## src/rtl/mu7_pkg.sv

```systemverilog
// Shared types and constants for the modified UTF-7 decoder.
package mu7_pkg;

   localparam int QueueDepthDefault = 4;

   localparam logic [7:0] CharAmp   = 8'h26;
   localparam logic [7:0] CharDash  = 8'h2D;
   localparam logic [7:0] CharPlus  = 8'h2B;
   localparam logic [7:0] CharComma = 8'h2C;
   localparam logic [7:0] CharLowA  = 8'h61;
   localparam logic [7:0] CharLowZ  = 8'h7A;
   localparam logic [7:0] CharUpA   = 8'h41;
   localparam logic [7:0] CharUpZ   = 8'h5A;
   localparam logic [7:0] CharZero  = 8'h30;
   localparam logic [7:0] CharNine  = 8'h39;
   localparam logic [7:0] CharFirst = 8'h20;
   localparam logic [7:0] CharLast  = 8'h7E;

   localparam logic [2:0] ERR_NONE   = 3'd0;
   localparam logic [2:0] ERR_CHAR   = 3'd1;
   localparam logic [2:0] ERR_STRAY  = 3'd2;
   localparam logic [2:0] ERR_SYMBOL = 3'd3;
   localparam logic [2:0] ERR_END    = 3'd4;

   typedef struct packed {
      logic [7:0] in_byte;
      logic       last_byte;
   } in_type;

   typedef struct packed {
      logic [7:0] out_byte;
      logic       byte_valid;
      logic [2:0] error_code;
      logic       done_res;
   } out_type;

   // Classified byte handed from front to back.
   typedef struct packed {
      logic [7:0] byte_val;
      logic [5:0] sym_val;
      logic       is_sym;
      logic       is_dash;
      logic       is_amp;
      logic       is_print;
      logic       last_byte;
   } class_type;

endpackage

```

## src/rtl/modified_utf7_decoder.sv

```systemverilog
// Top level of the IMAP modified UTF-7 streaming decoder.
// An accepted byte is written into the queue, then its response beat is registered in the back end.
// Throughput: one byte per cycle while the response side does not stall; the
// mode/partial-byte register loop in the back end handles one classified byte each cycle.
// Reset: synchronous, active high; clears queue, decode mode and response valid.
// No clearing pass: the block takes beats in the first cycle after reset.
module modified_utf7_decoder #(
   parameter int QUEUE_DEPTH = mu7_pkg::QueueDepthDefault
) (
   input  logic             clock,
   input  logic             reset,
   input  logic             req_valid,
   input  mu7_pkg::in_type  req_data,
   output logic             req_stall,
   output logic             rsp_valid,
   output mu7_pkg::out_type rsp_data,
   input  logic             rsp_stall
);

   // Front -> queue
   logic               push, q_full;
   mu7_pkg::class_type push_item;

   // Queue -> back
   logic               pop, head_valid;
   mu7_pkg::class_type head_item;

   // Front: classifies each byte (printable, '&', '-', base64 symbol value)
   // and stalls the request side only when the queue is full.
   mu7_front u_front (
      .req_valid (req_valid),
      .req_data  (req_data),
      .req_stall (req_stall),
      .q_full    (q_full),
      .push      (push),
      .push_item (push_item)
   );

   // Queue decouples request stalls from response stalls.
   mu7_queue #(
      .DEPTH (QUEUE_DEPTH)
   ) u_queue (
      .clock      (clock),
      .reset      (reset),
      .push       (push),
      .push_item  (push_item),
      .full       (q_full),
      .pop        (pop),
      .head_valid (head_valid),
      .head_item  (head_item)
   );

   // Back: runs the mode machine and holds the response in its output register.
   // It pops whenever that register is empty or being drained this cycle.
   mu7_back u_back (
      .clock      (clock),
      .reset      (reset),
      .head_valid (head_valid),
      .head_item  (head_item),
      .pop        (pop),
      .rsp_valid  (rsp_valid),
      .rsp_data   (rsp_data),
      .rsp_stall  (rsp_stall)
   );

endmodule

```

## src/rtl/mu7_front.sv

```systemverilog
// Front end: accepts request beats and classifies each byte.
module mu7_front (
   input  logic               req_valid,
   input  mu7_pkg::in_type    req_data,
   output logic               req_stall,
   input  logic               q_full,
   output logic               push,
   output mu7_pkg::class_type push_item
);

   logic [7:0] c;
   logic       up, low, dig;

   assign c   = req_data.in_byte;
   assign up  = (c >= mu7_pkg::CharUpA)  && (c <= mu7_pkg::CharUpZ);
   assign low = (c >= mu7_pkg::CharLowA) && (c <= mu7_pkg::CharLowZ);
   assign dig = (c >= mu7_pkg::CharZero) && (c <= mu7_pkg::CharNine);

   always_comb begin
      push_item.byte_val  = c;
      push_item.is_dash   = (c == mu7_pkg::CharDash);
      push_item.is_amp    = (c == mu7_pkg::CharAmp);
      push_item.is_print  = (c >= mu7_pkg::CharFirst) && (c <= mu7_pkg::CharLast);
      push_item.last_byte = req_data.last_byte;
      push_item.is_sym    = up || low || dig || (c == mu7_pkg::CharPlus)
                            || (c == mu7_pkg::CharComma);
      priority if (up) begin
         push_item.sym_val = 6'(c - mu7_pkg::CharUpA);
      end else if (low) begin
         push_item.sym_val = 6'(c - mu7_pkg::CharLowA + 8'd26);
      end else if (dig) begin
         push_item.sym_val = 6'(c - mu7_pkg::CharZero + 8'd52);
      end else if (c == mu7_pkg::CharPlus) begin
         push_item.sym_val = 6'd62;
      end else begin
         push_item.sym_val = 6'd63;
      end
   end

   assign req_stall = q_full;
   assign push      = req_valid && !q_full;

endmodule

```

## src/rtl/mu7_queue.sv

```systemverilog
// Small FIFO of classified bytes between front and back.
module mu7_queue #(
   parameter int DEPTH = mu7_pkg::QueueDepthDefault
) (
   input  logic               clock,
   input  logic               reset,
   input  logic               push,
   input  mu7_pkg::class_type push_item,
   output logic               full,
   input  logic               pop,
   output logic               head_valid,
   output mu7_pkg::class_type head_item
);

   localparam int PtrW = (DEPTH > 1) ? $clog2(DEPTH) : 1;
   localparam int CntW = $clog2(DEPTH + 1);
   localparam logic [PtrW-1:0] PtrMax = PtrW'(DEPTH - 1);
   localparam logic [CntW-1:0] CntMax = CntW'(DEPTH);

   mu7_pkg::class_type mem_ff [DEPTH];
   logic [PtrW-1:0] wr_ptr_ff, wr_ptr_in, rd_ptr_ff, rd_ptr_in;
   logic [CntW-1:0] count_ff, count_in;

   assign full       = (count_ff == CntMax);
   assign head_valid = (count_ff != '0);
   assign head_item  = mem_ff[rd_ptr_ff];

   always_comb begin
      wr_ptr_in = wr_ptr_ff;
      rd_ptr_in = rd_ptr_ff;
      count_in  = count_ff;
      if (push) begin
         wr_ptr_in = (wr_ptr_ff == PtrMax) ? '0 : wr_ptr_ff + 1'b1;
      end
      if (pop) begin
         rd_ptr_in = (rd_ptr_ff == PtrMax) ? '0 : rd_ptr_ff + 1'b1;
      end
      if (push && !pop) begin
         count_in = count_ff + 1'b1;
      end else if (pop && !push) begin
         count_in = count_ff - 1'b1;
      end
   end

   always_ff @(posedge clock) begin
      if (push) begin
         mem_ff[wr_ptr_ff] <= push_item;
      end
   end

   always_ff @(posedge clock) begin
      if (reset) begin
         wr_ptr_ff <= '0;
         rd_ptr_ff <= '0;
         count_ff  <= '0;
      end else begin
         wr_ptr_ff <= wr_ptr_in;
         rd_ptr_ff <= rd_ptr_in;
         count_ff  <= count_in;
      end
   end

endmodule

```

## src/rtl/mu7_back.sv

```systemverilog
// Back end: mode machine, base64 assembly and the response register.
module mu7_back (
   input  logic               clock,
   input  logic               reset,
   input  logic               head_valid,
   input  mu7_pkg::class_type head_item,
   output logic               pop,
   output logic               rsp_valid,
   output mu7_pkg::out_type   rsp_data,
   input  logic               rsp_stall
);

   localparam logic [2:0] MODE_NORMAL = 3'd0;
   localparam logic [2:0] MODE_AMP    = 3'd1;
   localparam logic [2:0] MODE_D0     = 3'd2;
   localparam logic [2:0] MODE_D1     = 3'd3;
   localparam logic [2:0] MODE_D2     = 3'd4;
   localparam logic [2:0] MODE_D3     = 3'd5;
   localparam logic [2:0] MODE_ERR    = 3'd6;
   localparam logic [2:0] MODE_SPARE  = 3'd7;

   logic [2:0] mode_ff, mode_in, run_mode, mode_nx;
   logic [7:0] partial_ff, partial_in, part_nx;
   logic       rsp_valid_ff, rsp_valid_in;
   mu7_pkg::out_type rsp_data_ff, rsp_data_in;

   logic [7:0] ob;
   logic       vld, emit, do_run;
   logic [2:0] err;
   mu7_pkg::class_type it;

   assign it        = head_item;
   assign pop       = head_valid && (!rsp_valid_ff || !rsp_stall);
   assign rsp_valid = rsp_valid_ff;
   assign rsp_data  = rsp_data_ff;

   always_comb begin
      ob       = '0;
      vld      = 1'b0;
      err      = mu7_pkg::ERR_NONE;
      mode_nx  = mode_ff;
      part_nx  = partial_ff;
      do_run   = 1'b0;
      run_mode = mode_ff;
      unique case (mode_ff)
         MODE_ERR: begin
            if (it.last_byte) begin
               err = partial_ff[2:0];
            end
         end
         MODE_AMP: begin
            if (it.is_dash) begin
               ob      = mu7_pkg::CharAmp;
               vld     = 1'b1;
               mode_nx = MODE_NORMAL;
            end else begin
               do_run   = 1'b1;
               run_mode = MODE_D0;
               mode_nx  = MODE_D0;
            end
         end
         MODE_D0, MODE_D1, MODE_D2, MODE_D3: begin
            do_run = 1'b1;
         end
         MODE_NORMAL, MODE_SPARE: begin
            if (!it.is_print) begin
               err = mu7_pkg::ERR_CHAR;
            end else if (it.is_amp) begin
               mode_nx = MODE_AMP;
            end else begin
               ob  = it.byte_val;
               vld = 1'b1;
            end
         end
         default: ;
      endcase

      // Symbol handling inside a base64 run.
      if (do_run) begin
         if (it.is_dash) begin
            if (run_mode == MODE_D1) begin
               err = mu7_pkg::ERR_STRAY;
            end else begin
               mode_nx = MODE_NORMAL;
               part_nx = '0;
            end
         end else if (!it.is_sym) begin
            err = mu7_pkg::ERR_SYMBOL;
         end else begin
            unique case (run_mode)
               MODE_D0: begin
                  part_nx = {it.sym_val, 2'b00};
                  mode_nx = MODE_D1;
               end
               MODE_D1: begin
                  ob      = partial_ff | {6'd0, it.sym_val[5:4]};
                  vld     = 1'b1;
                  part_nx = {it.sym_val[3:0], 4'd0};
                  mode_nx = MODE_D2;
               end
               MODE_D2: begin
                  ob      = partial_ff | {4'd0, it.sym_val[5:2]};
                  vld     = 1'b1;
                  part_nx = {it.sym_val[1:0], 6'd0};
                  mode_nx = MODE_D3;
               end
               default: begin
                  ob      = partial_ff | {2'd0, it.sym_val};
                  vld     = 1'b1;
                  part_nx = '0;
                  mode_nx = MODE_D0;
               end
            endcase
         end
      end

      if (err == mu7_pkg::ERR_NONE && it.last_byte && mode_nx != MODE_NORMAL) begin
         err = mu7_pkg::ERR_END;
      end
      if (err != mu7_pkg::ERR_NONE) begin
         vld = 1'b0;
         ob  = '0;
      end
      if (it.last_byte) begin
         mode_nx = MODE_NORMAL;
         part_nx = '0;
      end else if (err != mu7_pkg::ERR_NONE) begin
         mode_nx = MODE_ERR;
         part_nx = {5'd0, err};
      end
      emit = vld || (err != mu7_pkg::ERR_NONE) || it.last_byte;
   end

   always_comb begin
      mode_in      = mode_ff;
      partial_in   = partial_ff;
      rsp_valid_in = rsp_valid_ff && rsp_stall;
      rsp_data_in  = rsp_data_ff;
      if (pop) begin
         mode_in    = mode_nx;
         partial_in = part_nx;
         if (emit) begin
            rsp_valid_in           = 1'b1;
            rsp_data_in.out_byte   = ob;
            rsp_data_in.byte_valid = vld;
            rsp_data_in.error_code = err;
            rsp_data_in.done_res   = it.last_byte;
         end
      end
   end

   always_ff @(posedge clock) begin
      rsp_data_ff <= rsp_data_in;
   end

   always_ff @(posedge clock) begin
      if (reset) begin
         mode_ff      <= MODE_NORMAL;
         partial_ff   <= '0;
         rsp_valid_ff <= 1'b0;
      end else begin
         mode_ff      <= mode_in;
         partial_ff   <= partial_in;
         rsp_valid_ff <= rsp_valid_in;
      end
   end

   // An error response never carries a data byte.
   a_err_no_byte: assert property (@(posedge clock) disable iff (reset)
      rsp_valid_ff && (rsp_data_ff.error_code != mu7_pkg::ERR_NONE)
      |-> !rsp_data_ff.byte_valid && (rsp_data_ff.out_byte == 8'd0))
      else $error("error beat carries a data byte");

   // The last byte of a string returns the machine to its reset state.
   a_last_clears: assert property (@(posedge clock) disable iff (reset)
      pop && it.last_byte |=> (mode_ff == MODE_NORMAL) && (partial_ff == 8'd0))
      else $error("state not cleared after last byte");

   // While ignoring input the latched code is a real error code.
   a_err_latched: assert property (@(posedge clock) disable iff (reset)
      (mode_ff == MODE_ERR) |-> (partial_ff == 8'd1) || (partial_ff == 8'd2)
      || (partial_ff == 8'd3) || (partial_ff == 8'd4))
      else $error("bad latched error code");

   // A pending response is not lost while the sink stalls.
   a_rsp_hold: assert property (@(posedge clock) disable iff (reset)
      rsp_valid_ff && rsp_stall |=> rsp_valid_ff && $stable(rsp_data_ff))
      else $error("stalled response dropped");

endmodule

```

## config.mk

```make
export PLATFORM = sky130hd
export DESIGN_NAME = modified_utf7_decoder
export DESIGN_NICKNAME = d
export VERILOG_FILES = /design/src/rtl/mu7_pkg.sv /design/src/rtl/modified_utf7_decoder.sv /design/src/rtl/mu7_front.sv /design/src/rtl/mu7_queue.sv /design/src/rtl/mu7_back.sv
export SDC_FILE = /design/constraint.sdc
export NUM_CORES = 1
export LEC_CHECK = 0
export BUFFER_PORTS_ARGS = -buffer_cell sky130_fd_sc_hd__buf_4
export CAP_MARGIN = 30
export CORE_ASPECT_RATIO = 1.1
export CORE_MARGIN = 4
export CORE_UTILIZATION = 35
export CTS_CLUSTER_SIZE = 28
export DETAILED_ROUTE_END_ITERATION = 16
export SETUP_SLACK_MARGIN = 0.3
export SLEW_MARGIN = 10
export SYNTH_ARGS = -nofsm -noshare
export SYNTH_HDL_FRONTEND = slang
export SYNTH_HIERARCHICAL = 1
export SYNTH_SLANG_ARGS = --single-unit
```

## constraint.sdc

```tcl
create_clock -name clock -period 2.7 [get_ports clock]
set_clock_uncertainty 0.05 [all_clocks]
set_input_delay 0.54 -clock clock [delete_from_list [all_inputs] [get_ports clock]]
set_output_delay 0.54 -clock clock [all_outputs]
set_load 0.005 [all_outputs]
```

==> run summary <==
CTS root buffer -> clkbuf_16
crit start category -> flop
Worst setup EP type -> flop
first-pass GRT wire length -> 19400 um
Leak -> 2.24 nW
register area share after synthesis -> 0.557
worst hold start -> req_data[0]
ys async rst share -> 0
#FFs+latches synth -> 110
PwrDens -> 1040 nW/um^2
grt total ovfl -> 0
Worst-path clk slew -> 0.08 ns
Max IR drop VDD -> 0.439 mV
Final Util -> 0.420
most common cell after layout, fill and taps aside -> edfxtp_1
worst-path cell chain -> mux4_2 > nand3b_1 > a21oi_2 > nor4_4 > nor4b_4 > nand3_2 > o2bb2ai_2
CTS tree -> yes
slowest stage delay, CP -> 0.58 ns
crit-path max FO -> 6
instance area at placement -> 6040 sq um
I/O Pins -> 28
f_max -> 414 MHz
initial antenna violation count -> 0
area grow syn2layout -> 18.0%
Pwr Total -> 6.83 mW
synth warn -> 6
Num CTS Buffers -> 9
clk sinks -> 110
commonest cells after routing, fill and taps aside -> 89 x edfxtp_1, 59 x buf_4, 31 x nor2_1, 29 x a21oi_1, 21 x nand2_1
hold crit path type -> input pin to flop
Tot GR Track Use -> 0.137
Port Buffers -> 27
vias in the first global route -> 3733
die area -> 18000 sq um
syn_area_per_cell -> 12.6 sq um
max-slew violations -> 0
Worst-Skew Late Latency -> 0.35 ns
EDFF count, synth -> 89
routability-driven placement congestion ratio -> 0.914
final hold viol count -> 0
fin crit share -> 0.895
TNS Setup -> 0 ns
Cell variety after synth -> 62
Mapped Cells -> 441
design area -> 6560 sq um
Max-slew headroom -> 0.687
maximum capacitance violations -> 0
WS Path Type -> flop to flop
chip width -> 128 um
row count -> 48
Worst Path Buf+Inv -> 0
First-pass DRT Iterations -> 5
Iteration-0 DRC Markers -> 328
final wirelength -> 12300 um
fin nets -> 519
largest net degree at the start of global routing -> 22
htree depth -> 3
slowest CP cell -> mux4_2
status -> finished, final reports clean
Worst Path Arrival -> 2.64 ns
post-layout min period -> 2.42 ns
unrepaired setup endpoints after global routing -> yes
share of the synthesized area in the top cell type -> 0.481
CTS Buffer Depth -> 2
largest cells by area after synthesis -> edfxtp_1 48%, dfxtp_1 7.6%, mux4_1 4.3%, mux4_2 4.1%, ha_1 3.8%
hold_ws -> 0.335 ns
mean number of vias per cell -> 5.44
post-synth top area cell -> edfxtp_1
worst-margin pin slew -> 0.466 ns
syn_nets -> 472
total number of vias -> 3770
Die H -> 140 um
Initial Util -> 0.356
WP data required -> 2.93 ns
WL/cell -> 17.8 um
core footprint -> 15600 sq um
Post-DP HPWL -> 8580 um
share of post-route cells with drive strength above 1 -> 0.276
mapped cell area -> 5560 sq um
top_reg_cell synth -> edfxtp_1
ant diodes -> 0
family with the most delay on the worst path -> simple AND/OR/NAND/NOR gates
drc violations -> 0
antenna-violating nets left -> 0
final-report setup violation count -> 0
==> per-layer routing <==
metal	track usage	vias to the layer above	part of all wire
met5	0	-	0
met4	0.0575	0	0.036
met3	0.0214	27	0.038
met2	0.233	105	0.51
met1	0.174	1856	0.42
li1	-	1782	-
==> sequential cells by signal, indices dropped and copies added, names as in the netlist, named ones only <==
name / flops
u_back/partial_ff: 8
u_back/mode_ff: 3
u_queue/count_ff: 3
u_queue/rd_ptr_ff: 2
u_back/rsp_valid: 1
u_queue/wr_ptr_ff: 2
u_back/rsp_data: 13
u_queue/mem_ff: 76
==> cell usage after synthesis, types with 5 or more instances <==
cell      number
dfxtp_1       21
inv_1         15
nand2_1       23
o22ai_1        7
mux2i_1        6
nor2_1        32
nor3_1         6
buf_4         10
a22oi_1        5
edfxtp_1      89
ha_1          17
a31oi_1        5
nor2b_1        5
o21ai_0       22
nand2b_1      14
a21oi_1       38
buf_2          5
clkbuf_1       5
mux4_1         9
nand3_1       14
nand4_1        5
mux4_2        10
==> path summary, 6_finish.rpt <==
check | slack (ns) | depth (start not counted) | end
setup reg to reg | 0.28 | 7 | u_back/partial_ff[5]
setup / recovery | 0.28 | 7 | u_back/partial_ff[5]
hold reg to reg | 0.42 | 1 | u_back/partial_ff[4]
hold / removal | 0.34 | 1 | u_queue/mem_ff[2][0]
==> cell families (layout without fill, tap and decap cells) <==
logic type | after synthesis | in the layout | share of synthesized area
AO/OA/AOI/OAI | 105 | 106 | 0.119
XOR/XNOR | 5 | 5 | 0.00788
buffers and inverters | 45 | 96 | 0.0466
AND/OR/NAND/NOR | 133 | 133 | 0.134
adder cells (fa/ha/maj) | 18 | 18 | 0.0419
flip-flops | 110 | 110 | 0.557
multiplexers | 25 | 25 | 0.0939
==> metrics by stage <==
step	setup WS, ns	cells
finish	0.284	693
global route	0.198	693
CTS	0.282	685
detailed placement	0.120	664
global placement	0.167	664
floorplan	0.302	441
==> power by group <==
part / total (mW) / internal, mW / switching [mW]
Clock: 1.31 / 0.656 / 0.651
Sequential: 2.37 / 2.20 / 0.171
Combinational: 3.15 / 1.48 / 1.68
==> cell type report <==
class | count | area [sq um]
Timing Repair Buffer | 64 | 520
Multi-Input combinational cell | 287 | 2330
Clock inverter | 7 | 75.1
Clock buffer | 9 | 225
Fill cell | 1447 | 9060
Sequential cell | 110 | 3100
Tap cell | 200 | 250
Inverter | 16 | 60.1
==> repair_timing <==
item	CTS	global route
endpoints found under the setup margin	30	31
gates cloned	0	1
pin swaps	5	7
setup buffers	5	7
gates resized for setup	8	27
hold buffers	0	0
Note: power is estimated with default switching activity, not from simulation.
